$ cat config.mk
export PLATFORM = sky130hd
export DESIGN_NAME = amd_core
export DESIGN_NICKNAME = d
export VERILOG_FILES = /design/src/hdl/amd_pkg.sv /design/src/hdl/amd_core.sv
export VERILOG_INCLUDE_DIRS = /design/src /design/src/hdl
export SDC_FILE = /design/constraint.sdc
export NUM_CORES = 1
export LEC_CHECK = 0
export ABC_AREA = 0
export BUFFER_PORTS_ARGS = -buffer_cell sky130_fd_sc_hd__buf_4
export CORE_UTILIZATION = 45
export CTS_CLUSTER_SIZE = 24
export DETAILED_ROUTE_END_ITERATION = 8
export HOLD_SLACK_MARGIN = 0.1
export SLEW_MARGIN = 10
export SYNTH_ARGS = -nofsm -noshare
export SYNTH_HDL_FRONTEND = slang
export SYNTH_SLANG_ARGS = --single-unit
$ cat constraint.sdc
create_clock -name clk -period 15.45 [get_ports clk]
set_clock_uncertainty 0.1 [all_clocks]
set_input_delay 4.635 -clock clk [delete_from_list [all_inputs] [get_ports clk]]
set_output_delay 4.635 -clock clk [all_outputs]
set_load 0.01 [all_outputs]
$ cat src/hdl/adaptive_morse_decoder_macros.svh
// assertion macros, sampled on clk and disabled during reset
`ifndef ADAPTIVE_MORSE_DECODER_MACROS_SVH
`define ADAPTIVE_MORSE_DECODER_MACROS_SVH

// same-cycle implication
`define AMD_ASSERT(label, ante, cons, msg) \
  label: assert property (@(posedge clk) disable iff (!rst_n) (ante) |-> (cons)) \
    else $error(msg);

// next-cycle implication
`define AMD_ASSERT_NEXT(label, ante, cons, msg) \
  label: assert property (@(posedge clk) disable iff (!rst_n) (ante) |=> (cons)) \
    else $error(msg);

`endif

$ cat src/hdl/amd_pkg.sv
`timescale 1ns / 1ps
package amd_pkg;

  localparam int TICK_W      = 16;
  localparam int DASH_W      = 18;
  localparam int CHAR_W      = 7;
  localparam int NUM_LETTERS = 26;
  localparam int MAX_LOOKUP  = 4;

  localparam logic [TICK_W-1:0] TICK_MAX = 16'hFFFF;

  localparam logic [CHAR_W-1:0] CHAR_A       = 7'd65;
  localparam logic [CHAR_W-1:0] CHAR_UNKNOWN = 7'd63;
  localparam logic [CHAR_W-1:0] CHAR_SPACE   = 7'd32;

  localparam logic CFG_MIN_DOT = 1'b0;
  localparam logic CFG_MAX_DOT = 1'b1;

  localparam int OUT_DEPTH = 4;
  localparam int OUT_PTR_W = 2;
  localparam int OUT_CNT_W = 3;

  localparam logic [2:0] LETTER_LEN [NUM_LETTERS] = '{
    3'd2, 3'd4, 3'd4, 3'd3, 3'd1, 3'd4, 3'd3, 3'd4, 3'd2, 3'd4, 3'd3, 3'd4, 3'd2,
    3'd2, 3'd3, 3'd4, 3'd4, 3'd3, 3'd3, 3'd1, 3'd3, 3'd4, 3'd3, 3'd4, 3'd4, 3'd4
  };
  localparam logic [3:0] LETTER_BITS [NUM_LETTERS] = '{
    4'd2, 4'd1, 4'd5, 4'd1, 4'd0, 4'd4, 4'd3, 4'd0, 4'd0, 4'd14, 4'd5, 4'd2, 4'd3,
    4'd1, 4'd7, 4'd6, 4'd11, 4'd2, 4'd0, 4'd1, 4'd4, 4'd8, 4'd6, 4'd9, 4'd13, 4'd3
  };

  typedef struct packed {
    logic level;
  } amd_in_t;

  typedef struct packed {
    logic [CHAR_W-1:0] char_code;
    logic              last;
  } amd_out_t;

  typedef struct packed {
    logic fire;
    logic level;
  } amd_tick_t;

  typedef struct packed {
    logic [1:0] n;
    amd_out_t   res0;
    amd_out_t   res1;
  } amd_push_t;

  function automatic logic [CHAR_W-1:0] amd_lookup(input logic [2:0] len,
                                                   input logic [3:0] pat);
    logic [CHAR_W-1:0] code;
    code = CHAR_UNKNOWN;
    for (int i = NUM_LETTERS - 1; i >= 0; i--) begin
      if (LETTER_LEN[i] == len && LETTER_BITS[i] == pat) begin
        code = CHAR_A + CHAR_W'(i);
      end
    end
    return code;
  endfunction

endpackage

$ cat src/hdl/amd_core.sv
`timescale 1ns / 1ps
`include "adaptive_morse_decoder_macros.svh"
module amd_core #(
  parameter int MAX_ELEMENTS = 8
) (
  input  logic                            clk,
  input  logic                            rst_n,
  input  logic                            cfg_we,
  input  logic                            cfg_index,
  input  logic [amd_pkg::TICK_W-1:0]      cfg_data,
  input  amd_pkg::amd_tick_t              tick,
  output amd_pkg::amd_push_t              push
);
  import amd_pkg::*;

  localparam int CNT_W = $clog2(MAX_ELEMENTS + 1);
  localparam int IDX_W = $clog2(MAX_ELEMENTS);

  logic [TICK_W-1:0]       min_dot_r, max_dot_r;
  logic [MAX_ELEMENTS-1:0] store_r, store_nxt;
  logic [CNT_W-1:0]        cnt_r, cnt_nxt;
  logic [TICK_W-1:0]       mark_r, mark_nxt;
  logic [TICK_W-1:0]       space_r, space_nxt;
  logic                    prev_r, prev_nxt;
  logic                    in_word_r, in_word_nxt;
  logic [TICK_W-1:0]       dot_r, dot_nxt;
  logic [DASH_W-1:0]       dash_r, dash_nxt;
  logic                    locked_r, locked_nxt;
  logic                    ovf_r, ovf_nxt;

  logic [TICK_W-1:0]   learn_dot;
  logic [DASH_W-1:0]   learn_dash;
  logic                lock_hit;
  logic [DASH_W-1:0]   dot3;
  logic [DASH_W:0]     dot7;
  logic                space_ge3, space_ge7;
  logic                has_letter;
  logic [3:0]          pat;
  logic [CHAR_W-1:0]   letter;

  // speed learning candidate
  always_comb begin
    learn_dot = dot_r;
    if (dot_r == '0) begin
      learn_dot = mark_r;
    end else if (mark_r >= min_dot_r && mark_r <= max_dot_r && mark_r < dot_r) begin
      learn_dot = mark_r;
    end
  end

  assign learn_dash = {2'b00, learn_dot} + {1'b0, learn_dot, 1'b0};
  assign lock_hit   = {1'b0, mark_r} >= {learn_dot, 1'b0};

  assign dot3      = {2'b00, dot_r} + {1'b0, dot_r, 1'b0};
  assign dot7      = {dot_r, 3'b000} - {3'b000, dot_r};
  assign space_ge3 = {2'b00, space_r} >= dot3;
  assign space_ge7 = {3'b000, space_r} >= dot7;

  // symbol lookup, only the held elements count
  always_comb begin
    for (int j = 0; j < MAX_LOOKUP; j++) begin
      pat[j] = store_r[j] && (CNT_W'(j) < cnt_r);
    end
  end

  assign has_letter = (cnt_r != '0) || ovf_r;

  always_comb begin
    if (ovf_r || cnt_r > CNT_W'(MAX_LOOKUP)) begin
      letter = CHAR_UNKNOWN;
    end else begin
      letter = amd_lookup(cnt_r[2:0], pat);
    end
  end

  always_comb begin
    store_nxt   = store_r;
    cnt_nxt     = cnt_r;
    mark_nxt    = mark_r;
    space_nxt   = space_r;
    prev_nxt    = prev_r;
    in_word_nxt = in_word_r;
    dot_nxt     = dot_r;
    dash_nxt    = dash_r;
    locked_nxt  = locked_r;
    ovf_nxt     = ovf_r;
    push        = '0;
    if (tick.fire) begin
      if (tick.level == prev_r) begin
        if (tick.level) begin
          if (mark_r != TICK_MAX) begin
            mark_nxt = mark_r + 16'd1;
          end
        end else begin
          if (space_r != TICK_MAX) begin
            space_nxt = space_r + 16'd1;
          end
        end
      end else if (prev_r) begin
        // end of mark
        if (dot_r != '0 && mark_r >= dot_r) begin
          if (cnt_r < CNT_W'(MAX_ELEMENTS)) begin
            store_nxt[cnt_r[IDX_W-1:0]] = {2'b00, mark_r} >= dash_r;
            cnt_nxt = cnt_r + CNT_W'(1);
          end else begin
            ovf_nxt = 1'b1;
          end
        end
        if (!locked_r) begin
          dot_nxt  = learn_dot;
          dash_nxt = learn_dash;
          if (lock_hit) begin
            locked_nxt = 1'b1;
          end
        end
        mark_nxt    = '0;
        in_word_nxt = 1'b1;
      end else begin
        // end of space
        if (dot_r != '0 && in_word_r) begin
          if (space_ge7) begin
            if (has_letter) begin
              push.n    = 2'd2;
              push.res0 = '{char_code: letter, last: 1'b0};
              push.res1 = '{char_code: CHAR_SPACE, last: 1'b1};
            end else begin
              push.n    = 2'd1;
              push.res0 = '{char_code: CHAR_SPACE, last: 1'b1};
            end
            cnt_nxt     = '0;
            ovf_nxt     = 1'b0;
            in_word_nxt = 1'b0;
          end else if (space_ge3 && has_letter) begin
            push.n    = 2'd1;
            push.res0 = '{char_code: letter, last: 1'b1};
            cnt_nxt   = '0;
            ovf_nxt   = 1'b0;
          end
        end
        space_nxt = '0;
      end
      prev_nxt = tick.level;
    end
  end

  always_ff @(posedge clk) begin
    if (!rst_n) begin
      min_dot_r <= 16'd30;
      max_dot_r <= 16'd120;
    end else if (cfg_we) begin
      if (cfg_index == CFG_MIN_DOT) begin
        min_dot_r <= cfg_data;
      end
      if (cfg_index == CFG_MAX_DOT) begin
        max_dot_r <= cfg_data;
      end
    end
  end

  always_ff @(posedge clk) begin
    if (!rst_n) begin
      cnt_r     <= '0;
      mark_r    <= '0;
      space_r   <= '0;
      prev_r    <= 1'b0;
      in_word_r <= 1'b0;
      dot_r     <= '0;
      dash_r    <= '0;
      locked_r  <= 1'b0;
      ovf_r     <= 1'b0;
    end else begin
      cnt_r     <= cnt_nxt;
      mark_r    <= mark_nxt;
      space_r   <= space_nxt;
      prev_r    <= prev_nxt;
      in_word_r <= in_word_nxt;
      dot_r     <= dot_nxt;
      dash_r    <= dash_nxt;
      locked_r  <= locked_nxt;
      ovf_r     <= ovf_nxt;
    end
  end

  always_ff @(posedge clk) begin
    store_r <= store_nxt;
  end

  `AMD_ASSERT_NEXT(a_lock_sticky, locked_r, locked_r, "speed lock released")
  `AMD_ASSERT(a_ovf_full, ovf_r, cnt_r == CNT_W'(MAX_ELEMENTS), "overflow with free slots")
  `AMD_ASSERT(a_dash_len, 1'b1, dash_r == dot3, "dash length out of step with dot length")

endmodule

* Word level (Yosys, flattened, before mapping)
Index checks and enable logic that the tools add are counted.
W data, S select, Z words.
** Operators by class
- Add/subtract/negate cells :: 6
- Order comparisons :: 16
- Equal/unequal tests :: 27
- Multiplexer cells :: 66
- Bitwise logic cells :: 3
- Reduce and logical (&&, ||, !) cells :: 56
** Operators with widths (number)
- $mux W7 :: 28
- $mux W16 :: 10
- $mux W18 :: 4
- $add A16 B17 Y18 :: 2
- $ge A16 B18 Y1 :: 2
- $logic_and A1 B1 Y1 :: 36
- $add A16 B1 Y16 const B :: 2
- $ge A16 B16 Y1 :: 2
- $ne A16 B16 Y1 const B :: 2
- $mux W4 :: 6
- $eq A4 B4 Y1 const A :: 5
- $mux W10 :: 2
- $ge A16 B19 Y1 :: 1
- $sub A19 B16 Y19 :: 1
- $ge A16 B17 Y1 :: 1
- $eq A3 B4 Y1 const A :: 4
- $le A16 B16 Y1 :: 1
- $logic_not A16 Y1 :: 1
- $lt A16 B16 Y1 :: 1
- $reduce_and A4 Y1 :: 4
- $reduce_bool A16 Y1 :: 1
- $mux W1 :: 12
- $reduce_and A6 Y1 :: 2
- $ne A2 B1 Y1 const B :: 5
- other kinds (27) :: 39
** Word-level totals
- Register bits :: 114
- Input bits :: 22
- Output and inout bits :: 18
- Word-level logic and storage cells :: 186

* Logic depth before layout (Yosys ltp)
- Word-level depth :: 37
- Gate-level depth with buffers :: 24
- Mapped depth without buffers :: 22

* Least setup slack after synthesis
Ideal clock, no wire load.
- Path type :: input to output
- From :: input port tick[0] (netlist bit)
- To :: output port push[10] (netlist bit)
- Data arrival time :: 5.840 ns
- Data required time :: 10.715 ns
- Setup slack :: 4.875 ns
- Stages on the path :: 7
- Path buffers :: 0
- Cells stage by stage :: inv_1 ha_1 nand2_1 nor2_1 nand3_1 a21o_2 a31oi_1
** RTL lines
- start, declared :: line amd_core.sv:11 : input amd_pkg::amd_tick_t tick,
- end, declared :: line amd_core.sv:12 : output amd_pkg::amd_push_t push

==> results.yml <==
routing:
  routedWlPerCell_um: 16.0
  drtPass1Iterations: 5
  wl_met1_mm: 11.9
  via_per_inst: 5.58
  wl_met3_um: 824
  finalWirelength_mm: 24.5
  met2_length_mm: 11.4
  num_vias: 8527
  top_layer: "met4"
  drc: 0
  ant_nets: 0
  drt_iter0_drc: 309
timing:
  slew_viol_final: 0
  worstMarginPinSlew_ns: 1.06
  setup_viol: 0
  relSlewSlack_pct: 27.7
  fin_crit_ns: 10.99
  setup-tns-final_ns: 0
  setup_ws_ns: 4.46
  rsz0062_at_grt: "no"
  hold_viol: 0
  max_freq_mhz: 91.0
  fin_crit_sh_pct: 71.2
clock_tree:
  cts_buffers: 9
  cts_tree: "yes"
  root_buffer: "clkbuf_16"
  clock_path_buffers: 2
  hold_buffers: 0
  postCtsSetupBuffers: 0
  cts_sinks: 109
  clk_latency_ns: 0.37
  ctsHtreeMaxLevel: 3
  cts.clk_slew.worst_paths_ns: 0.08
  cts_resized: 0
worst_setup_path:
  slowest_stage: "ha_1"
  critical_path_class: "primary input to output pin"
  endpoint_kind: "output pin"
  worstPathMaxFanout: 7
  critPathArrivalTime_ns: 6.26
  crit_path_start_kind: "primary input"
  cp_data_required_time_ns: 10.72
  cp.buffers_inverters: 3
  path_cells: "buf_4 > inv_1 > ha_1 > nand2_1 > nor2_1 > nand3_1 > a21o_2 > a31oi_1 > buf_4"
  critPathTopFamily: "simple AND/OR/NAND/NOR gates"
  cp_common_cell: "buf_4"
  cp_slowest_stage_delay_ns: 0.42
yosys:
  synthCells: 1236
  synth-edff-count: 4
  ys_types: 67
  synth_area_per_cell_um2: 8.03
  yosysWarnings: 0
  synth-async-reset-ratio_pct: 0
  yosys.area.top_type: "ha_1"
  yosysTopAreaCellShare_pct: 21.9
  ys_seq_area_share_pct: 22.4
  ys_seq_elements: 109
  syn_area_um2: 9920
  synth_flop_cell: "dfxtp_1"
  ys_top_cells_by_area: "ha_1, dfxtp_1, nand2_1"
floorplanning:
  die_area_um2: 22700
  rows: 53
  io_pins: 40
  fp.dieH_um: 151
  core-area_um2: 21400
  die_w_um: 151
  start_util_pct: 46.5
place:
  place_area_um2: 10300
  io_buffers: 33
  post-place-ws_ns: 4.46
  post-dp-hpwl_mm: 19.0
  gp_congestion: 0.880
global_routing:
  grt_pass1_vias: 8101
  grt_pass1_wl_mm: 40.4
  antenna_found_initial: 0
  grt_max_degree: 75
  grt_util_all_layers_pct: 22.5
  overflow: 0
power:
  sequentialPowerShare_pct: 49.5
  comb_power_share_pct: 9.8
  ir_worst_vdd_mv: 0.0466
  intPower_uw: 427
  leakage_uw: 0.00476
  power_density_nw_per_um2: 55.5
  pwr-share-clk_pct: 40.7
  power.net_switching_uw: 164
  sw_frac_of_total_pct: 27.7
worst_hold_path:
  hp-class: "flop to flop"
run_status:
  status: "complete, no violations"
finish:
  final_area_um2: 10700
  antenna_cells: 0
  final_nets: 1446
  drive_gt1_share_pct: 5.43
  utilization_pct: 49.9
  area_growth_pct: 7.33
flow_run:
  cap_violations: 0
==> synthesized netlist by cell type, drive strengths merged (6+ instances only) <==
cell type / count
ha: 174
nand2: 138
dfxtp: 105
inv: 104
a21oi: 87
nor2: 78
o21ai: 59
xor2: 46
a21boi: 35
mux2i: 34
nand4: 34
nor2b: 32
nand3: 25
clkbuf: 23
xnor2: 23
a21o: 21
o211ai: 21
buf: 18
nor3: 15
a31oi: 14
and2: 14
nand2b: 12
a211oi: 10
or3: 10
o21a: 9
nor4: 8
o21bai: 8
o31ai: 8
a2111oi: 6
==> tightest hold or removal path: cells and delay by family (launching register included) <==
kind             cells  cell delay, ns
AO/OA/AOI/OAI        1            0.06
flip-flops           1            0.32
AND/OR/NAND/NOR      1            0.05
==> worst paths after layout <==
path                          startpoint                 endpoint  slack [ns]  cells after the start
setup reg to reg  mark_r[7]$_SDFFE_PN0P_  dash_r[15]$_SDFFE_PN0P_        9.33                     21
setup / recovery                 tick[0]                  push[9]        4.46                      9
hold reg to reg   dash_r[1]$_SDFFE_PN0P_   dash_r[1]$_SDFFE_PN0P_        0.37                      2
hold / removal    dash_r[1]$_SDFFE_PN0P_   dash_r[1]$_SDFFE_PN0P_        0.37                      2
==> cell usage in the layout (no fill, tap or decap), types with 12 or more instances in the layout <==
cell type  Yosys  final
nor3_1        14     14
a21boi_0      35     35
o211ai_1      21     21
nor2b_1       32     32
inv_1        104    104
nand3_1       25     25
xnor2_1       23     23
nand4_1       34     34
xor2_1        46     46
mux2i_1       34     34
a21o_1        20     20
and2_1        14     14
o21ai_0       57     57
nor2_1        78     78
a21oi_1       86     85
a31oi_1       13     13
buf_4          9     37
nand2b_1      12     12
ha_1         174    174
dfxtp_1      105    105
nand2_1      138    138
==> kinds of logic after synthesis <==
logic type	synth area share, %
muxes	3.54
AOI/OAI and AO/OA	20.3
other	0.0378
adders and majority gates	22.3
buffers and inverters	6.19
and+or+nand+nor	19.1
xor gates and xnor gates	6.09
DFF	22.4
==> cell type report <==
cell class,instances,area [um2]
Inverter,104,390
Clock inverter,7,76.3
Multi-Input combinational cell,987,7110
Tap cell,275,344
Fill cell,2141,10700
Sequential cell,109,2220
Clock buffer,9,225
Timing Repair Buffer,37,278
==> power by group through the flow <==
stage	registers, uW	logic, uW	clock network, uW
floorplan	297	41.6	0
global placement	299	57.4	0
detailed placement	299	58.0	0
CTS	292	58.4	247
global route	293	65.5	258
finish	292	57.8	241
==> state kept, by name, indices dropped and copies added (netlist names) <==
signal     cells
dash_r        17
dot_r         16
mark_r        16
max_dot_r     16
min_dot_r     16
space_r       16
cnt_r          4
store_r        4
in_word_r      1
locked_r       1
ovf_r          1
prev_r         1
==> per-stage QoR <==
step           cells  power (uW)  hold slack [ns]
3_5_place_dp    1512         357            0.361
5_1_grt         1528         617            0.398
3_3_place_gp    1512         356            0.353
2_1_floorplan   1241         339            0.341
6_report        1528         591            0.369
4_1_cts         1528         598            0.374
==> metal layers <==
layer,global-route usage [%],vias to the layer above
li1,-,4416
met1,29.0,3940
met2,39.0,145
met3,3.03,26
met4,6.11,0
met5,0,-
(Power assumes the default switching activity.)
