### src/hdl/adaptive_morse_decoder_macros.svh
// assertion macros, sampled on clk and disabled during reset
`ifndef ADAPTIVE_MORSE_DECODER_MACROS_SVH
`define ADAPTIVE_MORSE_DECODER_MACROS_SVH

// same-cycle implication
`define AMD_ASSERT(label, ante, cons, msg) \
  label: assert property (@(posedge clk) disable iff (!rst_n) (ante) |-> (cons)) \
    else $error(msg);

// next-cycle implication
`define AMD_ASSERT_NEXT(label, ante, cons, msg) \
  label: assert property (@(posedge clk) disable iff (!rst_n) (ante) |=> (cons)) \
    else $error(msg);

`endif

### src/hdl/amd_pkg.sv
`timescale 1ns / 1ps
package amd_pkg;

  localparam int TICK_W      = 16;
  localparam int DASH_W      = 18;
  localparam int CHAR_W      = 7;
  localparam int NUM_LETTERS = 26;
  localparam int MAX_LOOKUP  = 4;

  localparam logic [TICK_W-1:0] TICK_MAX = 16'hFFFF;

  localparam logic [CHAR_W-1:0] CHAR_A       = 7'd65;
  localparam logic [CHAR_W-1:0] CHAR_UNKNOWN = 7'd63;
  localparam logic [CHAR_W-1:0] CHAR_SPACE   = 7'd32;

  localparam logic CFG_MIN_DOT = 1'b0;
  localparam logic CFG_MAX_DOT = 1'b1;

  localparam int OUT_DEPTH = 4;
  localparam int OUT_PTR_W = 2;
  localparam int OUT_CNT_W = 3;

  localparam logic [2:0] LETTER_LEN [NUM_LETTERS] = '{
    3'd2, 3'd4, 3'd4, 3'd3, 3'd1, 3'd4, 3'd3, 3'd4, 3'd2, 3'd4, 3'd3, 3'd4, 3'd2,
    3'd2, 3'd3, 3'd4, 3'd4, 3'd3, 3'd3, 3'd1, 3'd3, 3'd4, 3'd3, 3'd4, 3'd4, 3'd4
  };
  localparam logic [3:0] LETTER_BITS [NUM_LETTERS] = '{
    4'd2, 4'd1, 4'd5, 4'd1, 4'd0, 4'd4, 4'd3, 4'd0, 4'd0, 4'd14, 4'd5, 4'd2, 4'd3,
    4'd1, 4'd7, 4'd6, 4'd11, 4'd2, 4'd0, 4'd1, 4'd4, 4'd8, 4'd6, 4'd9, 4'd13, 4'd3
  };

  typedef struct packed {
    logic level;
  } amd_in_t;

  typedef struct packed {
    logic [CHAR_W-1:0] char_code;
    logic              last;
  } amd_out_t;

  typedef struct packed {
    logic fire;
    logic level;
  } amd_tick_t;

  typedef struct packed {
    logic [1:0] n;
    amd_out_t   res0;
    amd_out_t   res1;
  } amd_push_t;

  function automatic logic [CHAR_W-1:0] amd_lookup(input logic [2:0] len,
                                                   input logic [3:0] pat);
    logic [CHAR_W-1:0] code;
    code = CHAR_UNKNOWN;
    for (int i = NUM_LETTERS - 1; i >= 0; i--) begin
      if (LETTER_LEN[i] == len && LETTER_BITS[i] == pat) begin
        code = CHAR_A + CHAR_W'(i);
      end
    end
    return code;
  endfunction

endpackage

### src/hdl/amd_stream_if.sv
`timescale 1ns / 1ps
interface amd_stream_if #(
  parameter type T = logic
);
  logic valid;
  logic ready;
  T     data;

  modport source (output valid, output data, input ready);
  modport sink (input valid, input data, output ready);
endinterface

### src/hdl/amd_out_fifo.sv
`timescale 1ns / 1ps
`include "adaptive_morse_decoder_macros.svh"
module amd_out_fifo (
  input  logic               clk,
  input  logic               rst_n,
  input  amd_pkg::amd_push_t push,
  output logic               room,
  amd_stream_if.source       out_ch
);
  import amd_pkg::*;

  amd_out_t               mem_r [OUT_DEPTH];
  logic [OUT_PTR_W-1:0]   wr_ptr_r, wr_ptr_nxt;
  logic [OUT_PTR_W-1:0]   rd_ptr_r, rd_ptr_nxt;
  logic [OUT_CNT_W-1:0]   cnt_r, cnt_nxt;
  logic                   pop;
  logic [OUT_PTR_W-1:0]   wr_ptr_inc;

  assign room         = cnt_r <= OUT_CNT_W'(OUT_DEPTH - 2);
  assign out_ch.valid = cnt_r != '0;
  assign out_ch.data  = mem_r[rd_ptr_r];
  assign pop          = out_ch.valid && out_ch.ready;
  assign wr_ptr_inc   = wr_ptr_r + OUT_PTR_W'(1);

  always_comb begin
    wr_ptr_nxt = wr_ptr_r + OUT_PTR_W'(push.n);
    rd_ptr_nxt = rd_ptr_r + OUT_PTR_W'(pop);
    cnt_nxt    = cnt_r + OUT_CNT_W'(push.n) - OUT_CNT_W'(pop);
  end

  always_ff @(posedge clk) begin
    if (!rst_n) begin
      wr_ptr_r <= '0;
      rd_ptr_r <= '0;
      cnt_r    <= '0;
    end else begin
      wr_ptr_r <= wr_ptr_nxt;
      rd_ptr_r <= rd_ptr_nxt;
      cnt_r    <= cnt_nxt;
    end
  end

  always_ff @(posedge clk) begin
    if (push.n != 2'd0) begin
      mem_r[wr_ptr_r] <= push.res0;
    end
    if (push.n == 2'd2) begin
      mem_r[wr_ptr_inc] <= push.res1;
    end
  end

  `AMD_ASSERT(a_push_room, push.n != 2'd0, room, "result transfer into full queue")
  `AMD_ASSERT(a_cnt_bound, 1'b1, cnt_r <= OUT_CNT_W'(OUT_DEPTH), "queue count past depth")

endmodule
### src/flat_wrapper.sv
// flat-port wrapper written by rule: the top's interface ports become plain ports
module amd_out_fifo_flat import amd_pkg::*;
  (clk, rst_n, push, room, out_ch_valid, out_ch_data, out_ch_ready);
  amd_stream_if out_ch_i ();
  input  logic clk;
  input  logic rst_n;
  input  amd_pkg::amd_push_t push;
  output logic room;
  output wire logic [$bits(out_ch_i.valid)-1:0] out_ch_valid;
  output wire logic [$bits(out_ch_i.data)-1:0] out_ch_data;
  input wire logic [$bits(out_ch_i.ready)-1:0] out_ch_ready;
  assign out_ch_valid = out_ch_i.valid;
  assign out_ch_data = out_ch_i.data;
  assign out_ch_i.ready = out_ch_ready;
  amd_out_fifo u_core (.clk(clk), .rst_n(rst_n), .push(push), .room(room), .out_ch(out_ch_i));
endmodule
### config.mk
export PLATFORM = sky130hd
export DESIGN_NAME = amd_out_fifo_flat
export DESIGN_NICKNAME = d
export VERILOG_FILES = /design/src/hdl/amd_pkg.sv /design/src/hdl/amd_stream_if.sv /design/src/hdl/amd_out_fifo.sv /design/src/flat_wrapper.sv
export VERILOG_INCLUDE_DIRS = /design/src /design/src/hdl
export SDC_FILE = /design/constraint.sdc
export NUM_CORES = 1
export LEC_CHECK = 0
export BUFFER_PORTS_ARGS = -buffer_cell sky130_fd_sc_hd__buf_4
export CELL_PAD_IN_SITES_DETAIL_PLACEMENT = 1
export CELL_PAD_IN_SITES_GLOBAL_PLACEMENT = 2
export CORE_MARGIN = 3
export CORE_UTILIZATION = 32
export CTS_BUF_LIST = sky130_fd_sc_hd__clkbuf_8 sky130_fd_sc_hd__clkbuf_16
export CTS_CLUSTER_SIZE = 16
export DETAILED_ROUTE_END_ITERATION = 7
export HOLD_SLACK_MARGIN = 0.06
export PLACE_DENSITY = 0.78
export SLEW_MARGIN = 10
export SYNTH_ARGS = -nofsm -noshare
export SYNTH_HDL_FRONTEND = slang
export SYNTH_SLANG_ARGS = --single-unit
### constraint.sdc
create_clock -name clk -period 3.4 [get_ports clk]
set_input_delay 0.34 -clock clk [delete_from_list [all_inputs] [get_ports clk]]
set_output_delay 0.34 -clock clk [all_outputs]
set_load 0.02 [all_outputs]
; After elaboration in Yosys (flattened, before gate mapping)
; Memories as Yosys holds them, arrays and structs flattened. A register that Yosys moved wholly into a read port is not among the register bits.
; Cells that the tools add are included.
; Widths: inputs -> output; s select.
[classes]
addsub = 5
order_cmp = 1
eq_ne = 1
mux = 5
n_reduce_logical = 3
[op_table]
columns = cell, n
row1 = $mux 1, 4
row2 = $add 3x2->3, 1
row3 = $le 3x2->1 const B, 1
row4 = $reduce_bool 3->1, 1
row5 = $sub 3x1->3, 1
row6 = $add 2x1->2, 1
row7 = $add 2x1->2 const B, 1
row8 = $add 2x2->2, 1
row9 = $eq 2x2->1 const B, 1
row10 = $mux 2, 1
row11 = $reduce_bool 2->1, 1
row12 = $logic_and 1x1->1, 1
[word_totals]
regBits = 7
ramBits = 32
inputBits = 21
out_inout_bits = 3
word_cells = 19
n_memories = 1
[mem_list]
columns = name, words, width, read_ports, rd_clocked_by_memory_dff, wr, line_no
row1 = u_core.mem_r, 4, 8, 1, 1, 2, amd_out_fifo.sv:12  ; amd_out_t mem_r [OUT_DEPTH];

; Longest topological paths before layout
; Gate-level depths: netlist of the first run.
[depth]
word_depth = 4
depth_mapped = 7
ltp_nobuf = 6

; Worst setup path before layout of the first run
; Ideal clock, no wire load.
[synth_timing]
kind = reg-to-reg
startpoint = register u_core.cnt_r[0]
endpoint = register u_core.cnt_r[2]
setup_ns = 0.114
arrival_ns = 1.542
slack_ns = 1.744
stages_incl_launch_ff = 7
n_path_buf = 0
cell_sequence = dfxtp_1 > o31ai_2 > mux2i_1 > ha_1 > fa_1 > xnor3_1 > nor2b_1
[synth_between]
elab_chain_len = 3
elab_cells_between_ends = 4
[synth_rtl]
columns = item, line_no
row1 = "start, declared", amd_out_fifo.sv:15  ; logic [OUT_CNT_W-1:0] cnt_r, cnt_nxt;
row2 = "start signal, assigned", amd_out_fifo.sv:39  ; cnt_r <= cnt_nxt;
row3 = branches (longest 2 deep; another with $add 3x2->3), --
row4 = $sub 3x1->3 *, amd_out_fifo.sv:28  ; cnt_nxt = cnt_r + OUT_CNT_W'(push.n) - OUT_CNT_W'(pop);
; Mark *: on every way between the ends.
; A chain may end at the register's enable or synchronous reset.

; Worst setup path after layout of the first run
[layout_timing]
startpoint = register u_core.cnt_r[0]
endpoint = register u_core.cnt_r[1]
[layout_between]
elab_chain_len = 3
elab_cells_between_ends = 4
[layout_rtl]
columns = item, line_no
row1 = branches (longest 2 deep; another with $add 3x2->3), --
row2 = $sub 3x1->3 *, amd_out_fifo.sv:28
row3 = named net u_core.cnt_nxt[1], amd_out_fifo.sv:15
; Mark *: on every way through the listed nets, which the timed path passes.

==> impl_metrics.json, run 1 <==
{
  "grt-ovfl-total": 0,
  "setup_violations": 0,
  "period_needed_ns": 1.800,
  "hpwlAfterDp_um": 845.7,
  "grt_max_degree": 10,
  "status": "finished clean",
  "yosysWarnings": 0,
  "power.leakage_nw": 0.3534,
  "clkTransAtPathRegs_ns": 0.05,
  "track_usage_pct": 10.90,
  "grt_pass1_vias": 459,
  "ctsHoldBuffers": 0,
  "synth_flop_cell": "dfxtp_1",
  "clk_latency_ns": 0.24,
  "num_vias": 432,
  "syn2layout_area_growth_pct": 19.63,
  "clock_skew_ns": 0.0006248,
  "clock-sinks": 11,
  "viasPerCell": 4.747,
  "r2r_slack_ns": 1.60,
  "synthArstFlopShare_pct": 0,
  "antenna_cells": 0,
  "power.total_mw": 0.5226,
  "tns_ns": 0,
  "reg2reg_depth": 5,
  "die_w_um": 51.95,
  "critPathArrivalTime_ns": 1.94,
  "avgRoutedWirePerCell_um": 12.85,
  "fin_crit_sh_pct": 52.94,
  "synth_common_cells": "dfxtp_1 (7), edfxtp_1 (4), mux2i_1 (4)",
  "syn_area_per_cell_um2": 12.28,
  "start_kind": "register",
  "ctsLongestPathBuffers": 2,
  "nFillCells": 205,
  "synth.net_count": 80,
  "netlist.area_leader.share_pct": 20.74,
  "critPathCaptureType": "register",
  "die-area_um2": 2699,
  "ant_nets": 0,
  "cts-buffers-inserted": 3,
  "drive_above_1_share_pct": 27.27,
  "hold_ws_ns": 0.3813,
  "utilization_pct": 43.50,
  "grt_first_pass_wirelength_um": 2097,
  "grt_antenna_before_repair": 0,
  "dp_cells": 87,
  "relSlewSlack_pct": 77.33,
  "h-tree-depth": 1,
  "crit_fanout": 6,
  "die_h_um": 51.95,
  "drcViolationCount": 0,
  "portBuffers": 9,
  "worst_slew_pin_slew_ns": 0.3348,
  "nets": 92,
  "ios": 24,
  "drv_cap": 0,
  "cp_data_required_time_ns": 3.54,
  "place_congestion": 0.6822,
  "yosys.area.top_type": "dfxtp_1",
  "hold_violations": 0,
  "root_buffer": "clkbuf_8",
  "ys_seq_area_share_pct": 38.52,
  "cts_setup_buffers": 0,
  "slew_violations": 0,
  "syn_area_um2": 675.6,
  "core-area_um2": 1858,
  "ys_seq_elements": 11,
  "hold_class": "in2reg",
  "max_freq_ghz": 0.5556,
  "syn_inst": 55,
  "dr.pass1.iters": 2,
  "min_delay_path_depth": 2,
  "instances_no_fill": 91,
  "powerDensity_nw_per_um2": 646.6,
  "ys_top_cells_by_area": "dfxtp_1 (21%), edfxtp_1 (18%), xnor3_1 (6.7%), mux2i_1 (5.9%), ha_1 (5.6%)",
  "initialDrtViolationCount": 4,
  "cts_tree": "yes",
  "critPathKind": "reg2reg",
  "vdd_ir_drop_max_mv": 0.3106,
  "row_count": 15,
  "ys_types": 27,
  "rsz0062_at_grt": "no",
  "start_util_pct": 36.36,
  "synth_edf_count": 4,
  "routed_wl_um": 1169,
  "cts_resized": 0,
  "synth_most_common_cell": "dfxtp_1"
}
-- path summary, 6_finish.rpt --
| path | start | endpoint |
|---|---|---|
| min reg2reg | u_core.rd_ptr_r[1]$_SDFF_PN0_ | u_core.rd_ptr_r[1]$_SDFF_PN0_ |
| max | u_core.cnt_r[0]$_SDFF_PN0_ | u_core.cnt_r[1]$_SDFF_PN0_ |
| min | rst_n | u_core.wr_ptr_r[0]$_SDFF_PN0_ |
| max reg2reg | u_core.cnt_r[0]$_SDFF_PN0_ | u_core.cnt_r[1]$_SDFF_PN0_ |
-- registers in the layout, summed over array words and instances (netlist names) --
name and count:
u_core.wr_ptr_r 2, u_core.rd_ptr_r 2, u_core.mem_r 4, u_core.cnt_r 3
-- worst max-delay path, cell delays in order, from the launching register on --
cell and delay (ns):
dfxtp_1 0.36, o31ai_2 0.37, mux2i_1 0.13, ha_1 0.21, fa_1 0.45, and2_1 0.17
-- cell usage in the layout, fill, tap and decap left out --
cell type	instances
a21oi_1	1
and2_1	3
and4bb_1	2
buf_4	9
clkbuf_8	3
clkinv_2	1
dfxtp_1	7
edfxtp_1	4
fa_1	1
ha_1	3
inv_1	3
mux2_1	2
mux2_4	2
mux2i_1	4
mux4_2	1
nand2_1	2
nand2b_1	3
nand4b_1	1
nor2_1	2
nor2b_1	3
nor4b_2	1
o21bai_1	1
o311ai_1	1
o31ai_1	1
o31ai_2	1
or2_1	1
or3_1	1
xnor3_1	2
-- kinds of logic (layout without fill, tap and decap cells) --
family                     count (synthesis)  after routing  synth area share [%]
adders and majority gates                  4              4                 8.519
buffers and inverters                      5             16                 3.518
xor gates and xnor gates                   2              2                 6.666
and+or+nand+nor                           19             19                 19.63
DFF                                       11             11                 38.52
AOI/OAI and AO/OA                          5              5                 6.111
muxes                                      9              9                 17.04
-- layer usage --
metal	part of all wire (%)	global-route usage, %
met5	0	0
met3	3.2	1.719
met1	53	14.41
met2	40	15.90
met4	3.1	7.860
-- where the power goes --
group / switching, mW / total, mW / internal [mW]
Clock: 0.0539 / 0.135 / 0.0809
Combinational: 0.0817 / 0.189 / 0.108
Sequential: 0.0331 / 0.198 / 0.165
Total: 0.169 / 0.523 / 0.354
-- cell type report --
cell class,instances,area [µm²],share of cell area [%]
clock buffer,3,41.29,5.108
inverter,3,11.26,1.393
sequential,11,260.3,32.20
tap,25,31.28,3.870
timing repair buffer,9,67.56,8.359
clock inverter,1,5.005,0.6192
multi-input combinational,39,391.6,48.45
-- through the flow --
stage	instance area [µm²]	setup slack (ns)
floorplan	675.6	1.744
global placement	762.0	1.626
detailed placement	762.0	1.620
CTS	808.3	1.583
global route	808.3	1.519
finish	808.3	1.600
No activity file was read; power rests on OpenSTA's default activity.
==> run 2, diff against run 1 <==
- CORE_UTILIZATION: 32 -> 27
- PLACE_DENSITY: 0.78 -> 0.7
- clock period: 3.4 -> 1.62 ns (I/O delays scaled with it)
==> run 2 against run 1 <==
Core utilization decreased by 5.0 points. Critical path type unchanged. Wire length increased by 1.0%. Final area increased by 9.3%. Count of clock-buffer cells in the layout unchanged. Sequential cell count unchanged. Hold slack got worse by 0.18 ns. Worst setup slack got worse by 1.6 ns.
==> impl_metrics.json, run 2 (same netlist as run 1, synthesis figures left out) <==
{
  "hold_class": "in2reg",
  "met2_length_um": 573,
  "regMostFlops": "u_core.mem_r",
  "hpwlAfterDp_um": 923.9,
  "num_vias": 449,
  "min_delay_path_depth": 2,
  "portBuffers": 9,
  "drv_cap": 0,
  "core-area_um2": 2297,
  "grt_antenna_before_repair": 0,
  "r2r_start": "u_core.cnt_r[2]$_SDFF_PN0_",
  "die-area_um2": 3139,
  "hold_violations": 0,
  "ant_nets": 0,
  "nets": 99,
  "ctsLongestPathBuffers": 2,
  "instances_no_fill": 101,
  "powerDensity_nw_per_um2": 1321,
  "die_h_um": 56.03,
  "cp_data_required_time_ns": 1.80,
  "fin_crit_sh_pct": 97.83,
  "final_common_cell": "buf_4",
  "met1_length_um": 538,
  "relSlewSlack_pct": 77.80,
  "track_usage_pct": 8.548,
  "top_regs": "u_core.mem_r (4), u_core.cnt_r (3)",
  "drive_above_1_share_pct": 39.73,
  "start_kind": "register",
  "holdPathEnd": "u_core.cnt_r[0]$_SDFF_PN0_",
  "utilization_pct": 38.45,
  "clkTransAtPathRegs_ns": 0.05,
  "cts_tree": "yes",
  "grt-ovfl-total": 0,
  "clock-sinks": 11,
  "h-tree-depth": 1,
  "critPathArrivalTime_ns": 1.76,
  "r2r_slack_ns": 0.04,
  "mostFrequentLayoutCells": "buf_4 (16), mux2i_1 (4), inv_1 (4), edfxtp_1 (4), dfxtp_1 (4)",
  "status": "finished clean",
  "grt_max_degree": 10,
  "min_from": "rst_n",
  "setup_violations": 0,
  "root_buffer": "clkbuf_8",
  "viasPerCell": 4.446,
  "power.leakage_nw": 0.3892,
  "worst_slew_pin_slew_ns": 0.3278,
  "clock_skew_ns": 0.003153,
  "syn2layout_area_growth_pct": 30.74,
  "reg2reg_depth": 5,
  "r2r-end": "u_core.cnt_r[1]$_SDFF_PN0_",
  "dp_cells": 94,
  "dr.pass1.iters": 2,
  "avgRoutedWirePerCell_um": 11.69,
  "initialDrtViolationCount": 2,
  "period_needed_ns": 1.585,
  "routed_wl_um": 1181,
  "place_congestion": 0.6272,
  "tns_ns": 0,
  "wl_met3_um": 51,
  "antenna_cells": 0,
  "rsz0062_at_grt": "yes",
  "slew_violations": 0,
  "clk_latency_ns": 0.24,
  "largest_reg_flops": 4,
  "row_count": 17,
  "vdd_ir_drop_max_mv": 0.7338,
  "start_util_pct": 29.41,
  "die_w_um": 56.03,
  "drcViolationCount": 0,
  "ios": 24,
  "top_layer": "met4",
  "max_freq_ghz": 0.6310,
  "critPathKind": "reg2reg",
  "crit_fanout": 2,
  "critPathCaptureType": "register",
  "cts-buffers-inserted": 3,
  "grt_pass1_vias": 453,
  "grt_first_pass_wirelength_um": 1973
}
-- run 2: cell types whose count changed in the layout (fill, tap and decap cells not counted) --
cell      delta
fa_2         +1
fa_1         -1
o31ai_4      +1
clkinv_2     -1
dfxtp_4      +1
dfxtp_1      -3
o31ai_2      -1
buf_4        +7
ha_1         -1
inv_1        +1
dfxtp_2      +2
ha_2         +1
-- run 2: cell type report --
cell class	instances	area, µm²
multi-input cells	39	405.4
well taps	28	35.03
clock buffers	3	41.29
clock inverters	1	3.754
fillers	257	1414
inverters	3	11.26
repair buffers	16	120.1
flip-flops and latches	11	266.5
-- run 2: routing by layer --
| layer | track usage, % | up-vias |
|---|---|---|
| met2 | 13.02 | 6 |
| met4 | 6.102 | 0 |
| met1 | 9.537 | 207 |
| met3 | 3.480 | 2 |
| met5 | 0 | - |
| li1 | - | 234 |
-- run 2: how the worst max path moves through the flow --
stage,from,slack [ns],depth (start not counted),to
finish,u_core.cnt_r[2]$_SDFF_PN0_,0.04,5,u_core.cnt_r[1]$_SDFF_PN0_
global route,u_core.cnt_r[2]$_SDFF_PN0_,-0.06,6,u_core.cnt_r[2]$_SDFF_PN0_
CTS,u_core.cnt_r[0]$_SDFF_PN0_,0.04,6,u_core.cnt_r[2]$_SDFF_PN0_
detailed placement,u_core.cnt_r[2]$_SDFF_PN0_,-0.03,6,u_core.cnt_r[2]$_SDFF_PN0_
global placement,u_core.cnt_r[1]$_SDFF_PN0_,-0.02,6,u_core.cnt_r[2]$_SDFF_PN0_
floorplan,u_core.cnt_r[2]$_SDFF_PN0_,0.03,6,u_core.cnt_r[2]$_SDFF_PN0_
-- run 2: per-stage QoR --
step / cell area (µm²) / hold slack (ns) / power, mW / setup slack, ns
after floorplan: 688.2 / 0.2837 / 0.7107 / 0.03414
after CTS: 882.1 / 0.2013 / 1.180 / 0.03746
after global placement: 808.3 / 0.4471 / 0.8617 / -0.01944
after detailed placement: 808.3 / 0.4514 / 0.8728 / -0.03195
after global routing: 883.3 / 0.2092 / 1.255 / -0.05710
final: 883.3 / 0.2043 / 1.167 / 0.03520
-- run 2: what timing repair did --
| item | CTS | global route |
|---|---|---|
| pin swaps | 2 | 1 |
| endpoints found under the setup margin | 2 | 2 |
| buffers inserted | 3 | 0 |
| hold buffers | 0 | 0 |
| gates resized for setup | 3 | 1 |
-- run 2: critical path, stage by stage, from the launching register on --
cell and delay, ns:
dfxtp_2 0.33, o31ai_4 0.26, mux2i_1 0.12, ha_2 0.19, fa_2 0.50, and2_1 0.12
-- run 2: power by group --
group	total, mW	switching (mW)	internal [mW]
clock network	0.269	0.103	0.166
registers	0.416	0.0610	0.355
logic	0.482	0.192	0.290
total	1.17	0.356	0.811
==> run 3, diff against run 2 <==
- CELL_PAD_IN_SITES_DETAIL_PLACEMENT: 1 -> default
- CELL_PAD_IN_SITES_GLOBAL_PLACEMENT: 2 -> default
- CORE_UTILIZATION: 27 -> 42
- PLACE_DENSITY: 0.7 -> 0.69
==> run 3 against run 2 <==
Sequential share of layout area rose by 1.2 points. First-iteration DRC count rose by 100%. Combinational power fell by 4.6%. Non-clock buffer count fell by 3. Worst setup slack improved by 0.019 ns. Clock skew barely moved. Sequential power barely moved. Clock power barely moved.
==> impl_metrics.json, run 3 (same netlist as run 1, synthesis figures left out) <==
{
  "powerDensity_nw_per_um2": 1355,
  "grt_first_pass_wirelength_um": 1662,
  "cp_data_required_time_ns": 1.75,
  "mostFrequentLayoutCells": "buf_4 (13), mux2i_1 (4), inv_1 (4), edfxtp_1 (4), dfxtp_1 (4)",
  "avgRoutedWirePerCell_um": 13.14,
  "ctsLongestPathBuffers": 2,
  "fin_crit_sh_pct": 96.63,
  "nets": 96,
  "start_util_pct": 48.30,
  "startpoint": "u_core.cnt_r[2]$_SDFF_PN0_",
  "root_buffer": "clkbuf_8",
  "row_count": 13,
  "ctsHoldBuffers": 0,
  "place_congestion": 0.7157,
  "setup_slack_ns": 0.05466,
  "final_common_cell": "buf_4",
  "relSlewSlack_pct": 80.08,
  "portBuffers": 9,
  "drv_cap": 0,
  "ant_nets": 0,
  "die_w_um": 46.11,
  "hold_violations": 0,
  "crit_chain": "o31ai_4 > buf_4 > or2_1 > fa_2 > and2_1",
  "ios": 24,
  "vdd_ir_drop_max_mv": 0.7136,
  "critPathArrivalTime_ns": 1.69,
  "clk_latency_ns": 0.24,
  "period_needed_ns": 1.565,
  "crit_fanout": 2,
  "num_vias": 434,
  "r2r_slack_ns": 0.05,
  "cts_setup_buffers": 0,
  "max_stage_delay_ns": 0.44,
  "clkTransAtPathRegs_ns": 0.05,
  "setup_violations": 0,
  "drcViolationCount": 0,
  "hold_ws_ns": 0.2054,
  "start_kind": "register",
  "rsz0062_at_grt": "no",
  "routed_wl_um": 1117,
  "dpl_worst_slack_ns": 0.01902,
  "h-tree-depth": 1,
  "die_h_um": 46.11,
  "clock-sinks": 11,
  "r2r_start": "u_core.cnt_r[2]$_SDFF_PN0_",
  "final_cell_area_um2": 842.1,
  "cts_resized": 0,
  "cts-buffers-inserted": 3,
  "placedInstanceArea_um2": 792.0,
  "critPathCaptureType": "register",
  "regMostFlops": "u_core.mem_r",
  "path_buf_inv": 1,
  "track_usage_pct": 12.30,
  "grt_max_degree": 10,
  "top_regs": "u_core.mem_r (4), u_core.cnt_r (3)",
  "grt_antenna_before_repair": 0,
  "status": "finished clean",
  "slew_violations": 0,
  "critPathKind": "reg2reg",
  "grt_pass1_vias": 404,
  "antenna_cells": 0,
  "min_from": "rst_n",
  "cpLargestDelayFamily": "adder cells",
  "tns_ns": 0,
  "dr.pass1.iters": 4,
  "clock_skew_ns": 0.002843,
  "grt-ovfl-total": 0,
  "hpwlAfterDp_um": 873.7,
  "cts_tree": "yes",
  "cp_slowest_cell": "fa_2",
  "max_freq_ghz": 0.6388,
  "drive_above_1_share_pct": 37.14,
  "die-area_um2": 2126,
  "worst_slew_pin_slew_ns": 0.2942,
  "initialDrtViolationCount": 4,
  "largest_reg_flops": 4,
  "core-area_um2": 1399,
  "viasPerCell": 5.106,
  "power.leakage_nw": 0.3741,
  "syn2layout_area_growth_pct": 24.63,
  "hold_class": "in2reg"
}
[run 3: final timing paths]
| path | to | depth (start not counted) |
|---|---|---|
| worst max-delay path | u_core.cnt_r[1]$_SDFF_PN0_ | 5 |
| worst min-delay path | u_core.wr_ptr_r[0]$_SDFF_PN0_ | 2 |
| worst max register to register | u_core.cnt_r[1]$_SDFF_PN0_ | 5 |
| worst min register to register | u_core.rd_ptr_r[1]$_SDFF_PN0_ | 2 |
[run 3: power breakdown]
part	switching [mW]	internal [mW]
clock	0.101	0.166
combinational	0.191	0.269
sequential	0.0604	0.354
total	0.352	0.789
[run 3: cell type report]
type / instances / area (µm²)
Sequential cell: 11 / 264.0
Clock buffer: 3 / 41.29
Timing Repair Buffer: 13 / 97.59
Fill cell: 118 / 556.8
Multi-Input combinational cell: 39 / 405.4
Tap cell: 15 / 18.77
Inverter: 3 / 11.26
Clock inverter: 1 / 3.754
[run 3: layer usage]
metal  wire length (µm)  part of all wire (%)  vias to the layer above  GRT usage (%)
li1                   -                     -                      228              -
met5                  0                     0                        -              0
met1                537                    48                      194          14.04
met4                 19                   1.7                        0          6.818
met3                 57                   5.1                        4          7.031
met2                503                    45                        8          17.86
[run 3: stage by stage]
step / total power [mW] / std cells / util (%)
CTS: 1.154 / 85 / 59.84
finish: 1.141 / 85 / 60.20
detailed placement: 0.8786 / 81 / 56.62
global placement: 0.8565 / 81 / 56.62
floorplan: 0.7107 / 55 / -
global route: 1.216 / 85 / 60.20
[run 3: worst register-to-register path, cell delays in order (launching register included)]
cell	delay, ns
dfxtp_2	0.33
o31ai_4	0.24
buf_4	0.15
or2_1	0.13
fa_2	0.44
and2_1	0.16
